[src/rtl/tcce_pkg.sv]
// ----------------------------------------------------------------------------
// Text console cursor engine package
// Screen geometry, field layout, request codes, state and command types.
// ----------------------------------------------------------------------------
package tcce_pkg;

   // Screen geometry
   localparam int ROWS       = 25;
   localparam int COLS       = 80;
   localparam int TAB_STOP   = 8;
   localparam int CELL_COUNT = ROWS * COLS;
   localparam int COPY_LAST  = (ROWS - 1) * COLS;
   localparam int NUM_STOPS  = (COLS - 1) / TAB_STOP + 1;

   localparam int ROW_W  = $clog2(ROWS);
   localparam int ROWX_W = ROW_W + 1;
   localparam int COL_W  = $clog2(COLS);
   localparam int COLX_W = $clog2(COLS + TAB_STOP);
   localparam int ADDR_W = $clog2(CELL_COUNT);
   localparam int CELL_W = 16;

   // Field widths
   localparam int REQ_TYPE_W = 2;
   localparam int CHAR_W     = 8;
   localparam int ATTR_W     = 8;
   localparam int TROW_W     = 5;
   localparam int TCOL_W     = 7;
   localparam int CUR_ROW_W  = 5;
   localparam int CUR_COL_W  = 7;
   localparam int CUR_LIN_W  = 11;

   localparam int REQ_DATA_W = 32;
   localparam int RSP_DATA_W = 40;
   localparam int RSP_USED_W = CUR_ROW_W + CUR_COL_W + CUR_LIN_W + CELL_W;

   // Request codes
   localparam logic [REQ_TYPE_W-1:0] REQ_PUT   = 2'd0;
   localparam logic [REQ_TYPE_W-1:0] REQ_WRITE = 2'd1;
   localparam logic [REQ_TYPE_W-1:0] REQ_READ  = 2'd2;
   localparam logic [REQ_TYPE_W-1:0] REQ_CLEAR = 2'd3;

   // Control characters
   localparam logic [CHAR_W-1:0] CH_NL    = 8'h0A;
   localparam logic [CHAR_W-1:0] CH_CR    = 8'h0D;
   localparam logic [CHAR_W-1:0] CH_TAB   = 8'h09;
   localparam logic [CHAR_W-1:0] CH_BS    = 8'h08;
   localparam logic [CHAR_W-1:0] CH_SPACE = 8'h20;

   localparam logic [ATTR_W-1:0] ATTR_RESET = 8'h07;
   localparam logic [CELL_W-1:0] INIT_CELL  = 16'h0720;

   typedef enum logic [2:0] {
      ST_INIT,
      ST_IDLE,
      ST_EXEC,
      ST_READ,
      ST_SCROLL,
      ST_FILL,
      ST_DONE
   } tcce_state_type;

   // Write data source for the screen store
   typedef enum logic [1:0] {
      WR_EXEC,
      WR_COPY,
      WR_BLANK,
      WR_INIT
   } tcce_wsel_type;

   typedef struct packed {
      logic          capture;
      logic          exec;
      logic          wr_en;
      tcce_wsel_type wsel;
      logic          rd_scan;
      logic          latch_word;
      logic          scan_zero;
      logic          scan_step;
      logic          load_rsp;
   } tcce_cmd_type;

   typedef struct packed {
      logic [REQ_TYPE_W-1:0] kind;
      logic                  scroll_need;
      logic                  copy_end;
      logic                  scan_end;
   } tcce_stat_type;

   // Next tab stop strictly above the column
   function automatic logic [COLX_W-1:0] tab_next(input logic [COL_W-1:0] col);
      logic [COLX_W-1:0] res;
      res = COLX_W'(TAB_STOP);
      for (int k = NUM_STOPS; k >= 1; k--) begin
         if (COLX_W'(col) < COLX_W'(k * TAB_STOP)) begin
            res = COLX_W'(k * TAB_STOP);
         end
      end
      return res;
   endfunction

endpackage

[src/rtl/tcce_ctrl.sv]
// ----------------------------------------------------------------------------
// Console controller
// Sequences request execution, store sweeps and the response register.
// ----------------------------------------------------------------------------
module tcce_ctrl (
   input  logic                   clock,
   input  logic                   reset,
   input  tcce_pkg::tcce_stat_type stat,
   input  logic                   req_tvalid,
   output logic                   req_tready,
   output logic                   rsp_tvalid,
   input  logic                   rsp_tready,
   output tcce_pkg::tcce_cmd_type cmd
);
   import tcce_pkg::*;

   tcce_state_type state_ff, state_in;
   logic           rsp_valid_ff, rsp_valid_in;
   logic           slot_free;

   assign slot_free  = !rsp_valid_ff || rsp_tready;
   assign rsp_tvalid = rsp_valid_ff;

   // Next state
   always_comb begin
      state_in = state_ff;
      case (state_ff)
         ST_INIT:   if (stat.scan_end) state_in = ST_IDLE;
         ST_IDLE:   if (req_tvalid) state_in = ST_EXEC;
         ST_EXEC: begin
            case (stat.kind)
               REQ_PUT:   state_in = stat.scroll_need ? ST_SCROLL : ST_DONE;
               REQ_READ:  state_in = ST_READ;
               REQ_CLEAR: state_in = ST_FILL;
               default:   state_in = ST_DONE;
            endcase
         end
         ST_READ:   state_in = ST_DONE;
         ST_SCROLL: if (stat.copy_end) state_in = ST_FILL;
         ST_FILL:   if (stat.scan_end) state_in = ST_DONE;
         ST_DONE:   if (slot_free) state_in = ST_IDLE;
         default:   state_in = ST_INIT;
      endcase
   end

   // Outputs
   always_comb begin
      cmd        = '0;
      cmd.wsel   = WR_EXEC;
      req_tready = 1'b0;
      case (state_ff)
         ST_INIT: begin
            cmd.wr_en     = 1'b1;
            cmd.wsel      = WR_INIT;
            cmd.scan_step = 1'b1;
         end
         ST_IDLE: begin
            req_tready  = 1'b1;
            cmd.capture = req_tvalid;
         end
         ST_EXEC: begin
            cmd.exec      = 1'b1;
            cmd.wr_en     = 1'b1;
            cmd.wsel      = WR_EXEC;
            cmd.scan_zero = 1'b1;
         end
         ST_READ: begin
            cmd.latch_word = 1'b1;
         end
         ST_SCROLL: begin
            cmd.rd_scan   = 1'b1;
            cmd.wr_en     = 1'b1;
            cmd.wsel      = WR_COPY;
            cmd.scan_step = !stat.copy_end;
         end
         ST_FILL: begin
            cmd.wr_en     = 1'b1;
            cmd.wsel      = WR_BLANK;
            cmd.scan_step = 1'b1;
         end
         ST_DONE: begin
            cmd.load_rsp = slot_free;
         end
         default: begin
            cmd = '0;
         end
      endcase
   end

   // Response valid: set on load, drop when taken
   always_comb begin
      rsp_valid_in = rsp_valid_ff;
      if (cmd.load_rsp) begin
         rsp_valid_in = 1'b1;
      end else if (rsp_tready) begin
         rsp_valid_in = 1'b0;
      end
   end

   always_ff @(posedge clock) begin
      if (reset) begin
         state_ff     <= ST_INIT;
         rsp_valid_ff <= 1'b0;
      end else begin
         state_ff     <= state_in;
         rsp_valid_ff <= rsp_valid_in;
      end
   end

endmodule

[config.mk]
export PLATFORM = sky130hd
export DESIGN_NAME = tcce_ctrl
export DESIGN_NICKNAME = d
export VERILOG_FILES = /design/src/rtl/tcce_pkg.sv /design/src/rtl/tcce_ctrl.sv
export SDC_FILE = /design/constraint.sdc
export NUM_CORES = 1
export LEC_CHECK = 0
export BUFFER_PORTS_ARGS = -buffer_cell sky130_fd_sc_hd__buf_2
export CAP_MARGIN = 20
export CORE_AREA = 2 2 39 41
export DETAILED_ROUTE_END_ITERATION = 10
export DIE_AREA = 0 0 41 43
export RECOVER_POWER = 50
export SKIP_CTS_REPAIR_TIMING = 1
export SLEW_MARGIN = 20
export SYNTH_ARGS = -nofsm -noshare
export SYNTH_HDL_FRONTEND = slang
export SYNTH_SLANG_ARGS = --single-unit
[constraint.sdc]
create_clock -name clock -period 1.4 [get_ports clock]
set_input_delay 0.28 -clock clock [delete_from_list [all_inputs] [get_ports clock]]
set_output_delay 0.28 -clock clock [all_outputs]
set_load 0.02 [all_outputs]
==> impl_metrics.csv <==
group,metric,value,unit
route,firstDrtPassIters,4,
clocking,insertion_delay,0.23,ns
final_layout,diodes,0,
route,vias,407,
placement,hpwl,687,µm
timing,drv_slew,0,
hold_path,min_to,"state_ff[1]",
clocking,root_buffer,"clkbuf_4",
grt,gr-usage-all-layers,10.9,%
timing,worst_pin_slew,0.291,ns
critical_path,reg2regPathDepth,5,
floorplan,rows,14,
placement,dp.cells,85,
route,totalWireLength,909,µm
grt,grt_pass1_wl,1.30,mm
final_layout,instances_no_fill,88,
route,wl_met1,383,µm
critical_path,endpoint_kind,"output pin",
final_layout,fillers,157,
critical_path,r2r_end,"state_ff[0]",
grt,overflow,0,
critical_path,critPathLaunchType,"flip-flop",
route,vias_per_cell,4.63,
critical_path,regToRegSetupSlack,0.18,ns
timing,worst_slack,-0.0391,ns
final_layout,multi_input_area,263,µm²
critical_path,cp.required,1.12,ns
synth,synth_cell_types,25,
critical_path,crit_arrival,1.16,ns
timing,setup_viol,2,
grt,grt_pass1_vias,329,
synth,synth_area_leaders,"dfxtp_1, nor2_1, nor3_1",
synth,postSynthCellCount,50,
floorplan,die_area,1760,µm²
timing,hold_violations,0,
timing,skew,0.00292,ns
final_layout,post-route-util,40.6,%
synth,avgSynthCellArea,7.26,µm²
final_layout,syn_to_final_growth,54.8,%
final_layout,drive_gt1_share,54.2,%
timing,period_needed,1.44,ns
clocking,cts_buffer_depth,2,
synth,synth_warnings,0,
flow_run,cap_violations,0,
route,ant_nets,0,
synth,synth.cells.most_frequent,"nor2_1, nor3_1, dfxtp_1",
outcome,status,"finished with violations",
floorplan,core-area,1380,µm²
timing,tns,-0.0524,ns
route,wl_met3,71,µm
final_layout,final-seq-area,86.3,µm²
critical_path,crit_path_top_delay_cell,"dfxtp_4",
route,drc,0,
route,wl_per_cell,10.3,µm
synth,yosysTopAreaCell,"dfxtp_1",
clocking,cts_tree,"built",
final_layout,final_area,562,µm²
synth,synthFlopType,"dfxtp_1",
synth,synth-seq-cells,4,
placement,gp_congestion,0.716,
timing,relSlewSlack,80.6,%
critical_path,crit_fanout,5,
placement,portBuffers,20,
outcome,violations,"setup timing",
grt,antenna_found_initial,0,
clocking,clk_pin_slew,0.04,ns
final_layout,num-nets-final,83,
floorplan,die_h,43,µm
route,route.top_layer_used,"met4",
grt,grt_max_degree,9,
timing,finalCritPeriodShare,103,%
synth,synth_edf_count,0,
critical_path,crit_family,"flip-flops",
placement,pre_cts_ws,0.0952,ns
hold_path,hold_depth,2,
power_and_ir_drop,vdd_drop_max,0.000641,V
critical_path,path_buf_inv,2,
clocking,cts_buffers,3,
critical_path,max_stage_delay,0.36,ns
critical_path,r2r-start,"state_ff[0]",
synth,synth_nets,59,
synth,synth_top_area_share,22.1,%
critical_path,crit_chain,"buf_6 > and3b_1 > nor3_2 > buf_4",
synth,async_flop_share,0,%
clocking,cts_sinks,4,
clocking,htreeDepth,1,
placement,dpl_cell_area,492,µm²
route,wl_met2,448,µm
floorplan,start_util,26.2,%
critical_path,path_class,"reg2out",
hold_path,hold_class,"in2reg",
synth,synthMostInstantiatedCell,"nor2_1",
synth,yosysSeqAreaShare,22.1,%
route,drtIter0Drc,6,
power_and_ir_drop,powerDensity,1750,nW/µm²
timing,rsz0062_at_grt,"yes",
floorplan,ios,21,
synth,netlist_area,363,µm²
floorplan,die_w,41,µm
hold_path,min_from,"reset",
timing,fmax,0.695,GHz
power_and_ir_drop,p_leak,0.260,nW
sequential cells by signal (all words and copies together) (netlist names):
register / flops
state_ff: 3
rsp_tvalid: 1
worst max-delay path by stage:
stage	start	endpoint	slack, ns	depth (start not counted)
3_3_place_gp	stat[3]	state_ff[1]	0.11	5
2_1_floorplan	state_ff[1]	cmd[8]	-0.03	4
4_1_cts	state_ff[0]	cmd[9]	-0.17	3
5_1_grt	state_ff[0]	cmd[1]	-0.09	4
3_5_place_dp	state_ff[0]	cmd[9]	0.1	3
6_report	state_ff[2]	cmd[1]	-0.04	4
power breakdown:
group          total, mW  leakage (nW)  internal, mW  switching (mW)
Clock              0.143        0.0138        0.0959          0.0475
Sequential         0.176        0.0341         0.146          0.0308
Combinational      0.663         0.212         0.309           0.354
layer usage:
layer,vias up,track usage (%)
li1,213,-
met1,175,14.4
met2,17,14.4
met3,2,3.14
met4,0,8.00
met5,-,0
layout by cell type, fill, tap and decap left out:
| cell | count |
|---|---|
| a21oi_1 | 2 |
| a22oi_1 | 1 |
| a31o_1 | 1 |
| a31oi_1 | 1 |
| and2_1 | 2 |
| and2_4 | 1 |
| and3_1 | 1 |
| and3b_1 | 1 |
| buf_2 | 13 |
| buf_4 | 7 |
| buf_6 | 4 |
| clkbuf_1 | 1 |
| clkbuf_4 | 3 |
| dfxtp_1 | 1 |
| dfxtp_2 | 2 |
| dfxtp_4 | 1 |
| inv_1 | 1 |
| mux2_2 | 1 |
| mux2i_1 | 2 |
| nand2_1 | 2 |
| nand2_2 | 1 |
| nand2b_1 | 2 |
| nor2_1 | 6 |
| nor2_2 | 1 |
| nor2b_1 | 2 |
| nor2b_4 | 1 |
| nor3_1 | 3 |
| nor3_2 | 2 |
| nor3b_2 | 1 |
| o21a_1 | 1 |
| o21ai_1 | 1 |
| o22ai_1 | 1 |
| or2_2 | 1 |
| or3b_1 | 1 |
final cells by class:
type / count / area share, %
Sequential cell: 4 / 15.4
Tap cell: 16 / 3.56
Clock buffer: 3 / 4.01
Timing Repair Buffer: 25 / 29.6
Inverter: 1 / 0.668
Multi-Input combinational cell: 39 / 46.8
through the flow:
stage / hold slack, ns / total power, mW
floorplan: 0.352 / 0.609
detailed placement: 0.506 / 0.769
CTS: 0.261 / 0.920
global route: 0.281 / 1.06
global placement: 0.506 / 0.758
finish: 0.260 / 0.983
worst register-to-register path, stage by stage, from the launching register on:
cell and delay [ns]:
dfxtp_2 0.32, buf_6 0.13, mux2i_1 0.11, a22oi_1 0.28
o21ai_1 0.11, o22ai_1 0.18
logic make-up (layout without fill, tap and decap cells):
| logic type | after synthesis | after routing | share of synthesized area (%) |
|---|---|---|---|
| AOI/OAI and AO/OA | 8 | 8 | 15.5 |
| buffers and inverters | 7 | 29 | 12.4 |
| and+or+nand+nor | 28 | 28 | 41.4 |
| DFF | 4 | 4 | 22.1 |
| muxes | 3 | 3 | 8.62 |
Power figures use the tool's default switching activity.
